**config.mk**
```make
export PLATFORM = sky130hd
export DESIGN_NAME = ac_run_length_encoder
export DESIGN_NICKNAME = d
export VERILOG_FILES = /design/src/hdl/acrle_pkg.sv /design/src/hdl/ac_run_length_encoder.sv /design/src/hdl/acrle_encoder.sv /design/src/hdl/acrle_out_buf.sv
export SDC_FILE = /design/constraint.sdc
export NUM_CORES = 1
export LEC_CHECK = 0
export BUFFER_PORTS_ARGS = -buffer_cell sky130_fd_sc_hd__buf_2
export CAP_MARGIN = 20
export CORE_MARGIN = 8
export CORE_UTILIZATION = 50
export DETAILED_ROUTE_END_ITERATION = 7
export PLACE_DENSITY = 0.77
export SYNTH_ARGS = -nofsm -noshare
export SYNTH_HDL_FRONTEND = slang
export SYNTH_HIERARCHICAL = 1
export SYNTH_SLANG_ARGS = --single-unit
```
**constraint.sdc**
```tcl
create_clock -name clk -period 11.7 [get_ports clk]
set_clock_uncertainty 0.15 [all_clocks]
set_input_delay 2.34 -clock clk [delete_from_list [all_inputs] [get_ports clk]]
set_output_delay 2.34 -clock clk [all_outputs]
set_load 0.1 [all_outputs]
```
**src/hdl/acrle_pkg.sv**
```systemverilog
// Shared types, constants and helpers for the AC run-length encoder.
// No dependencies; imported by every module of the block.
`default_nettype none
package acrle_pkg;

    localparam int CoefW = 16;
    localparam int AmpW  = 15;
    localparam int RunW  = 4;
    localparam int SizeW = 4;
    localparam int PosW  = 12;

    localparam logic [RunW-1:0] RUN_CODE     = 4'd15;
    localparam logic [PosW-1:0] AC_PER_BLOCK_RESET = 12'd63;
    localparam logic [AmpW-1:0] AMP_MAX      = 15'h7FFF;

    typedef struct packed {
        logic [RunW-1:0]  zero_run;
        logic [SizeW-1:0] size_category;
        logic [AmpW-1:0]  amplitude;
        logic             end_of_block;
        logic             last_result;
    } sym_t;

    typedef struct packed {
        logic have_sym;
        logic end_block;
        sym_t sym;
    } enc_t;

    typedef struct packed {
        logic free;
        logic eob_pending;
    } buf_status_t;

    localparam sym_t EOB_SYM = '{zero_run: '0, size_category: '0, amplitude: '0,
                                 end_of_block: 1'b1, last_result: 1'b1};

    function automatic logic [SizeW-1:0] bit_len(input logic [AmpW-1:0] mag);
        logic [SizeW-1:0] n;
        n = '0;
        for (int i = 0; i < AmpW; i++) begin
            if (mag[i])
            begin
                n = SizeW'(i + 1);
            end
        end
        return n;
    endfunction

endpackage : acrle_pkg
`default_nettype wire

```
**src/hdl/ac_run_length_encoder.sv**
```systemverilog
// Top level of the AC run-length encoder: input register, length register,
// encoder and output buffer. Depends on acrle_pkg, acrle_encoder, acrle_out_buf.
//
//   channel  direction  handshake             payload
//   in       input      in_valid / in_stall   coefficient
//   out      output     out_valid / out_stall zero_run, size_category, amplitude,
//                                             end_of_block, last_result
//   cfg      input      cfg_valid / cfg_ready cfg_data (ac_per_block)
//
// One coefficient per cycle unless in_stall is high; an item that yields a symbol
// and end-of-block emits the symbol, then end-of-block, from the single output register.
// An input transaction passes the input register, then the output register, before its first result.
// Reset clears run count, position and all valids; ac_per_block resets to 63.
// Output stall backs up into in_stall once the output slot and input register fill.
`default_nettype none
module ac_run_length_encoder
    import acrle_pkg::*;
(
    input  wire logic              clk,
    input  wire logic              rst_n,
    input  wire logic              in_valid,
    output logic                   in_stall,
    input  wire logic [CoefW-1:0]  coefficient,
    output logic                   out_valid,
    input  wire logic              out_stall,
    output logic [RunW-1:0]        zero_run,
    output logic [SizeW-1:0]       size_category,
    output logic [AmpW-1:0]        amplitude,
    output logic                   end_of_block,
    output logic                   last_result,
    input  wire logic              cfg_valid,
    output logic                   cfg_ready,
    input  wire logic [PosW-1:0]   cfg_data
);

    logic             in_valid_reg;
    logic [CoefW-1:0] coef_reg;
    logic [PosW-1:0]  ac_per_block_reg;
    logic             advance;
    logic             in_take;
    enc_t             enc;
    buf_status_t      status;
    sym_t             out_sym;

    assign cfg_ready = 1'b1;
    assign advance   = in_valid_reg && status.free;
    assign in_stall  = in_valid_reg && !status.free;
    assign in_take   = in_valid && !in_stall;

    always_ff @(posedge clk or negedge rst_n)
    begin
        if (!rst_n)
        begin
            in_valid_reg     <= 1'b0;
            ac_per_block_reg <= AC_PER_BLOCK_RESET;
        end
        else
        begin
            if (in_take)
            begin
                in_valid_reg <= 1'b1;
            end
            else if (advance)
            begin
                in_valid_reg <= 1'b0;
            end
            if (cfg_valid && cfg_ready)
            begin
                ac_per_block_reg <= cfg_data;
            end
        end
    end

    always_ff @(posedge clk)
    begin
        if (in_take)
        begin
            coef_reg <= coefficient;
        end
    end

    acrle_encoder u_encoder (
        .clk          (clk),
        .rst_n        (rst_n),
        .advance      (advance),
        .coef         (coef_reg),
        .ac_per_block (ac_per_block_reg),
        .enc          (enc)
    );

    acrle_out_buf u_out_buf (
        .clk       (clk),
        .rst_n     (rst_n),
        .load      (advance),
        .enc       (enc),
        .out_stall (out_stall),
        .status    (status),
        .out_valid (out_valid),
        .out_sym   (out_sym)
    );

    assign zero_run      = out_sym.zero_run;
    assign size_category = out_sym.size_category;
    assign amplitude     = out_sym.amplitude;
    assign end_of_block  = out_sym.end_of_block;
    assign last_result   = out_sym.last_result;

    a_pend_has_valid: assert property (@(posedge clk) disable iff (!rst_n)
        status.eob_pending |-> out_valid)
        else $error("pending end-of-block without a valid output");

    a_pend_not_last: assert property (@(posedge clk) disable iff (!rst_n)
        (out_valid && status.eob_pending) |-> (!last_result && !end_of_block))
        else $error("symbol ahead of end-of-block marked last");

    a_eob_zero: assert property (@(posedge clk) disable iff (!rst_n)
        (out_valid && end_of_block) |->
        (last_result && zero_run == '0 && size_category == '0 && amplitude == '0))
        else $error("malformed end-of-block symbol");

    a_stall_holds_item: assert property (@(posedge clk) disable iff (!rst_n)
        in_stall |=> in_valid_reg)
        else $error("input register dropped a stalled item");

endmodule : ac_run_length_encoder
`default_nettype wire

```
**src/hdl/acrle_encoder.sv**
```systemverilog
// Run/size/amplitude encoding of one registered coefficient plus run and
// position state. Depends on acrle_pkg.
`default_nettype none
module acrle_encoder
    import acrle_pkg::*;
(
    input  wire logic              clk,
    input  wire logic              rst_n,
    input  wire logic              advance,
    input  wire logic [CoefW-1:0]  coef,
    input  wire logic [PosW-1:0]   ac_per_block,
    output enc_t                   enc
);

    logic [RunW-1:0]  run_count_reg, run_count_next;
    logic [PosW-1:0]  position_reg, position_next;

    logic             negative;
    logic             is_zero;
    logic [CoefW-1:0] mag_full;
    logic [AmpW-1:0]  mag;
    logic [SizeW-1:0] size;
    logic [AmpW:0]    mask;
    logic [AmpW-1:0]  amp;
    logic [PosW:0]    pos_inc;
    logic             end_block;
    logic             run_full;

    always_comb
    begin
        negative  = coef[CoefW-1];
        is_zero   = (coef == '0);
        mag_full  = negative ? (CoefW'(0) - coef) : coef;
        // saturate the most negative code
        mag       = mag_full[CoefW-1] ? AMP_MAX : mag_full[AmpW-1:0];
        size      = bit_len(mag);
        mask      = ((AmpW+1)'(1) << size) - (AmpW+1)'(1);
        amp       = negative ? (~mag & mask[AmpW-1:0]) : mag;
        run_full  = (run_count_reg == RUN_CODE);
        pos_inc   = {1'b0, position_reg} + (PosW+1)'(1);
        end_block = (pos_inc >= {1'b0, ac_per_block});

        enc.end_block              = end_block;
        enc.have_sym               = !is_zero || run_full;
        enc.sym.zero_run           = is_zero ? RUN_CODE : run_count_reg;
        enc.sym.size_category      = is_zero ? '0 : size;
        enc.sym.amplitude          = is_zero ? '0 : amp;
        enc.sym.end_of_block       = 1'b0;
        enc.sym.last_result        = !end_block;

        run_count_next = run_count_reg;
        position_next  = position_reg;
        if (advance)
        begin
            if (end_block)
            begin
                run_count_next = '0;
                position_next  = '0;
            end
            else
            begin
                position_next  = pos_inc[PosW-1:0];
                run_count_next = (is_zero && !run_full) ? run_count_reg + RunW'(1) : '0;
            end
        end
    end

    always_ff @(posedge clk or negedge rst_n)
    begin
        if (!rst_n)
        begin
            run_count_reg <= '0;
            position_reg  <= '0;
        end
        else
        begin
            run_count_reg <= run_count_next;
            position_reg  <= position_next;
        end
    end

endmodule : acrle_encoder
`default_nettype wire

```
**src/hdl/acrle_out_buf.sv**
```systemverilog
// Output register with one pending end-of-block slot.
// Depends on acrle_pkg.
`default_nettype none
module acrle_out_buf
    import acrle_pkg::*;
(
    input  wire logic  clk,
    input  wire logic  rst_n,
    input  wire logic  load,
    input  wire enc_t  enc,
    input  wire logic  out_stall,
    output buf_status_t status,
    output logic       out_valid,
    output sym_t       out_sym
);

    logic out_valid_reg, out_valid_next;
    logic eob_pend_reg, eob_pend_next;
    sym_t sym_reg, sym_next;
    logic take;

    always_comb
    begin
        take           = out_valid_reg && !out_stall;
        status.free    = !out_valid_reg || (take && !eob_pend_reg);
        status.eob_pending = eob_pend_reg;

        out_valid_next = out_valid_reg;
        eob_pend_next  = eob_pend_reg;
        sym_next       = sym_reg;
        if (load)
        begin
            if (enc.have_sym)
            begin
                out_valid_next = 1'b1;
                sym_next       = enc.sym;
                eob_pend_next  = enc.end_block;
            end
            else if (enc.end_block)
            begin
                out_valid_next = 1'b1;
                sym_next       = EOB_SYM;
                eob_pend_next  = 1'b0;
            end
            else
            begin
                out_valid_next = 1'b0;
                eob_pend_next  = 1'b0;
            end
        end
        else if (take)
        begin
            if (eob_pend_reg)
            begin
                sym_next      = EOB_SYM;
                eob_pend_next = 1'b0;
            end
            else
            begin
                out_valid_next = 1'b0;
            end
        end
    end

    always_ff @(posedge clk or negedge rst_n)
    begin
        if (!rst_n)
        begin
            out_valid_reg <= 1'b0;
            eob_pend_reg  <= 1'b0;
        end
        else
        begin
            out_valid_reg <= out_valid_next;
            eob_pend_reg  <= eob_pend_next;
        end
    end

    always_ff @(posedge clk)
    begin
        sym_reg <= sym_next;
    end

    assign out_valid = out_valid_reg;
    assign out_sym   = sym_reg;

endmodule : acrle_out_buf
`default_nettype wire

```
======== After elaboration in Yosys (flattened, before gate mapping) ========
Index checks and enable logic that the tools add are counted.
word-level totals
  register bits ........................... 72
  input bits .............................. 33
  logic and storage cells ................. 84
  output and inout port bits .............. 28
operators by class
  equality and inequality tests ........... 3
  add/subtract/negate cells ............... 4
  bitwise operators ....................... 2
  shift-type cells ........................ 1
  $lt $le $gt $ge ......................... 1
  reductions and logical operators ........ 22
  mux-type cells .......................... 39
operators with widths
  kind                     number
  $mux W25                 5
  $mux W4                  18
  $mux W15                 3
  $logic_not A16 Y1        1
  $mux W16                 1
  $sub A1 B16 Y16 const A  1
  $and A15 B15 Y15         1
  $not A15 Y15             1
  $shl A1 B4 Y15 const A   1
  $sub A15 B2 Y15 const B  1
  $add A12 B1 Y13 const B  1
  $ge A13 B12 Y1           1
  $mux W12                 1
  $mux W1                  11
  $logic_not A1 Y1         8
  $logic_and A1 B1 Y1      6
  $reduce_bool A2 Y1       3
  $add A4 B1 Y4 const B    1
  $eq A4 B4 Y1 const B     1
  $ne A3 B1 Y1 const B     1
  $reduce_and A3 Y1        1
  $logic_or A1 B1 Y1       2
  $ne A2 B2 Y1 const B     1
  $reduce_and A2 Y1        1

======== Logic depth before layout (Yosys ltp) ========
  word-level depth ........................ 25
  mapped depth ............................ 19
  gate-level depth less buffers ........... 16

======== Cells and area by module ========
Netlist, hierarchy kept.
by module, submodules not included
  module                 cells each  area each (um2)  instances  sequential area each (um2)
  acrle_encoder          353         2636.3           1          400.4
  acrle_out_buf          67          1066.0           1          800.8
  ac_run_length_encoder  49          1037.2           1          813.3

======== Worst setup path before layout ========
No wires, ideal clock.
  kind .................................... input-to-output
  from .................................... input out_stall
  to ...................................... output in_stall
  stages on the path ...................... 3
  buffers on the path ..................... 0
  path slack .............................. 5971 ps
  arrival ................................. 3239 ps
  data required time ...................... 9210 ps
  cells stage by stage .................... o21ai_0 -> nand2b_1 -> inv_1
on the way
  longest elaborated chain between the ends .. 6
ends and longest elaborated chain
  item                 RTL line                     RTL
  from (decl)          ac_run_length_encoder.sv:25  input wire logic out_stall,
  $logic_not A1 Y1     acrle_out_buf.sv:24          take = out_valid_reg && !out_stall;
  $logic_and A1 B1 Y1  acrle_out_buf.sv:24
  $logic_and A1 B1 Y1  acrle_out_buf.sv:25          status.free = !out_valid_reg || (take && !eob_pend_reg);
  $logic_or A1 B1 Y1   acrle_out_buf.sv:25
  $logic_not A1 Y1     ac_run_length_encoder.sv:47  assign in_stall = in_valid_reg && !status.free;
  $logic_and A1 B1 Y1  ac_run_length_encoder.sv:47
  to (decl)            ac_run_length_encoder.sv:22  output logic in_stall,
Every way passes these cells.

==> flow_metrics.py <==
metrics = {
    "clock_network": {
        "cts.sink_count": 72,
        "cts_buffer_depth": 2,
        "cts_buffers": 9,
        "htree_num_levels": 3,
        "clk_pin_slew_ns": 0.09,
        "cts-root-buf": "clkbuf_8",
        "cts_setup_buffers": 0,
        "cts_resized": 0,
        "clk-insertion-delay-late_ns": 0.36,
        "hold_buffers": 0,
        "cts_tree": "done",
    },
    "timing": {
        "finalCritPeriodShare": 0.4874,
        "fmax_mhz": 175.4,
        "relSlewSlack": 0.3397,
        "setup_tns_ns": 0,
        "rsz0062_at_grt": "false",
        "drv_slew": 0,
        "min_period_ns": 5.702,
        "setup_viol": 0,
        "worst_slew_pin_slew_ns": 0.9838,
        "setup_ws_ns": 5.998,
        "hold_viol": 0,
    },
    "min_path": {
        "whs_path_depth": 1,
        "worstHoldStart": "ac_per_block_reg[7]",
        "worstHoldPathType": "reg2reg",
        "min_to": "ac_per_block_reg[7]",
    },
    "routing": {
        "drt-vias-per-instance": 5.970,
        "avgRoutedWirePerCell_microns": 16.48,
        "postRouteAntennaNets": 0,
        "drcViolationCount": 0,
        "routed_wl_mm": 10.44,
        "vias": 3779,
        "drt-initial-drc-count": 276,
        "dr.pass1.iters": 5,
    },
    "cells_and_area": {
        "syn2layout_area_growth_pct": 10.18,
        "final_layout_size_suffix_gt1_frac": 0.2529,
        "stdcell_area_sq_um": 5214,
        "fin_nets": 566,
        "largest_register_ffs": 25,
        "final_util": 0.5669,
        "fin_cells": 633,
        "antenna_cells": 0,
    },
    "power": {
        "ir_drop_uv": 106.9,
        "p_leak_nw": 2.206,
        "power_density_nw_per_um2": 213.3,
    },
    "placement": {
        "placed_cell_area_sq_um": 5030,
        "port_buffers": 59,
        "dpl.hpwl_mm": 7.723,
        "post-place-ws_ns": 5.991,
        "place_inst": 616,
        "gp_congestion": 0.8990,
    },
    "critical_path": {
        "required_ns": 9.21,
        "rrSetupSlack_ns": 7.16,
        "r2r-end": "u_out_buf/out_sym[12]",
        "path_class": "in2out",
        "crit_fanout": 3,
        "rr_worst_depth": 16,
        "cp-end-kind": "primary output",
        "r2r-start": "coef_reg[1]",
        "start_kind": "primary input",
        "arrival_ns": 3.21,
    },
    "floorplan": {
        "initial_core_util": 0.5146,
        "die_y_microns": 113.3,
        "die_width_microns": 113.3,
        "pin_count": 61,
        "core_area_sq_um": 9196,
        "fp-row-count": 35,
        "die_area_sq_um": 12830,
    },
    "grt": {
        "grt_first_pass_wirelength_mm": 17.53,
        "grt_pass1_vias": 3674,
        "grt_usage": 0.1662,
        "gr-total-overflow": 0,
        "grt_max_degree": 49,
        "antenna_found_initial": 0,
    },
    "run_status": {
        "status": "finished clean",
    },
    "synthesis": {
        "ys_warn_count": 6,
        "syn_nets": 517,
        "syn_inst": 468,
        "synth_area_per_cell_sq_um": 10.11,
        "syn_area_sq_um": 4732,
    },
    "run": {
        "maxCapViolCount": 0,
    },
}
-- layout make-up --
class,count,area [sq um]
Fill cell,808,3983
Sequential cell,72,2014
Multi-Input combinational cell,345,2465
Timing Repair Buffer,62,325.3
Tap cell,111,138.9
Inverter,27,101.3
Clock inverter,6,41.29
Clock buffer,10,127.6
-- stage by stage --
stage / total power [mW] / hold slack, ns
floorplan: 0.8472 / 0.3306
global placement: 0.9245 / 0.3466
detailed placement: 0.9379 / 0.3481
CTS: 1.115 / 0.3708
global route: 1.173 / 0.3956
finish: 1.112 / 0.3659
-- worst max path at each step --
stage | cells after the start | to | from | slack [ns]
floorplan | 3 | in_stall | out_stall | 5.97
global placement | 5 | in_stall | out_stall | 5.99
detailed placement | 5 | in_stall | out_stall | 5.99
CTS | 5 | in_stall | out_stall | 5.99
global route | 5 | in_stall | out_stall | 5.91
finish | 5 | in_stall | out_stall | 6.00
-- critical path: stages --
cell	delay, ns
buf_2	0.09
o21ai_0	0.10
nand2b_1	0.19
inv_1	0.06
buf_2	0.41
-- cells in the final DEF (no fill, tap or decap), drive strengths merged, types with 15 or more instances in the layout --
master   n
dfrtp   25
ha      16
and3    31
o21ai   32
inv     28
edfxtp  41
buf     62
nand3   21
xnor2   15
nand2   35
nor2    26
-- where the power goes --
| group | internal [mW] | switching (mW) | total [mW] |
|---|---|---|---|
| sequential | 0.345 | 0.0395 | 0.384 |
| clock | 0.0778 | 0.0968 | 0.175 |
| combinational | 0.131 | 0.422 | 0.553 |
-- routing by layer --
layer	global-route usage	vias to the layer above	wire, microns
met2	0.2460	121	4534
met1	0.2292	1818	5124
met3	0.03887	13	647
met5	0	-	0
li1	-	1827	-
met4	0.06394	0	129
(Power assumes the default switching activity.)
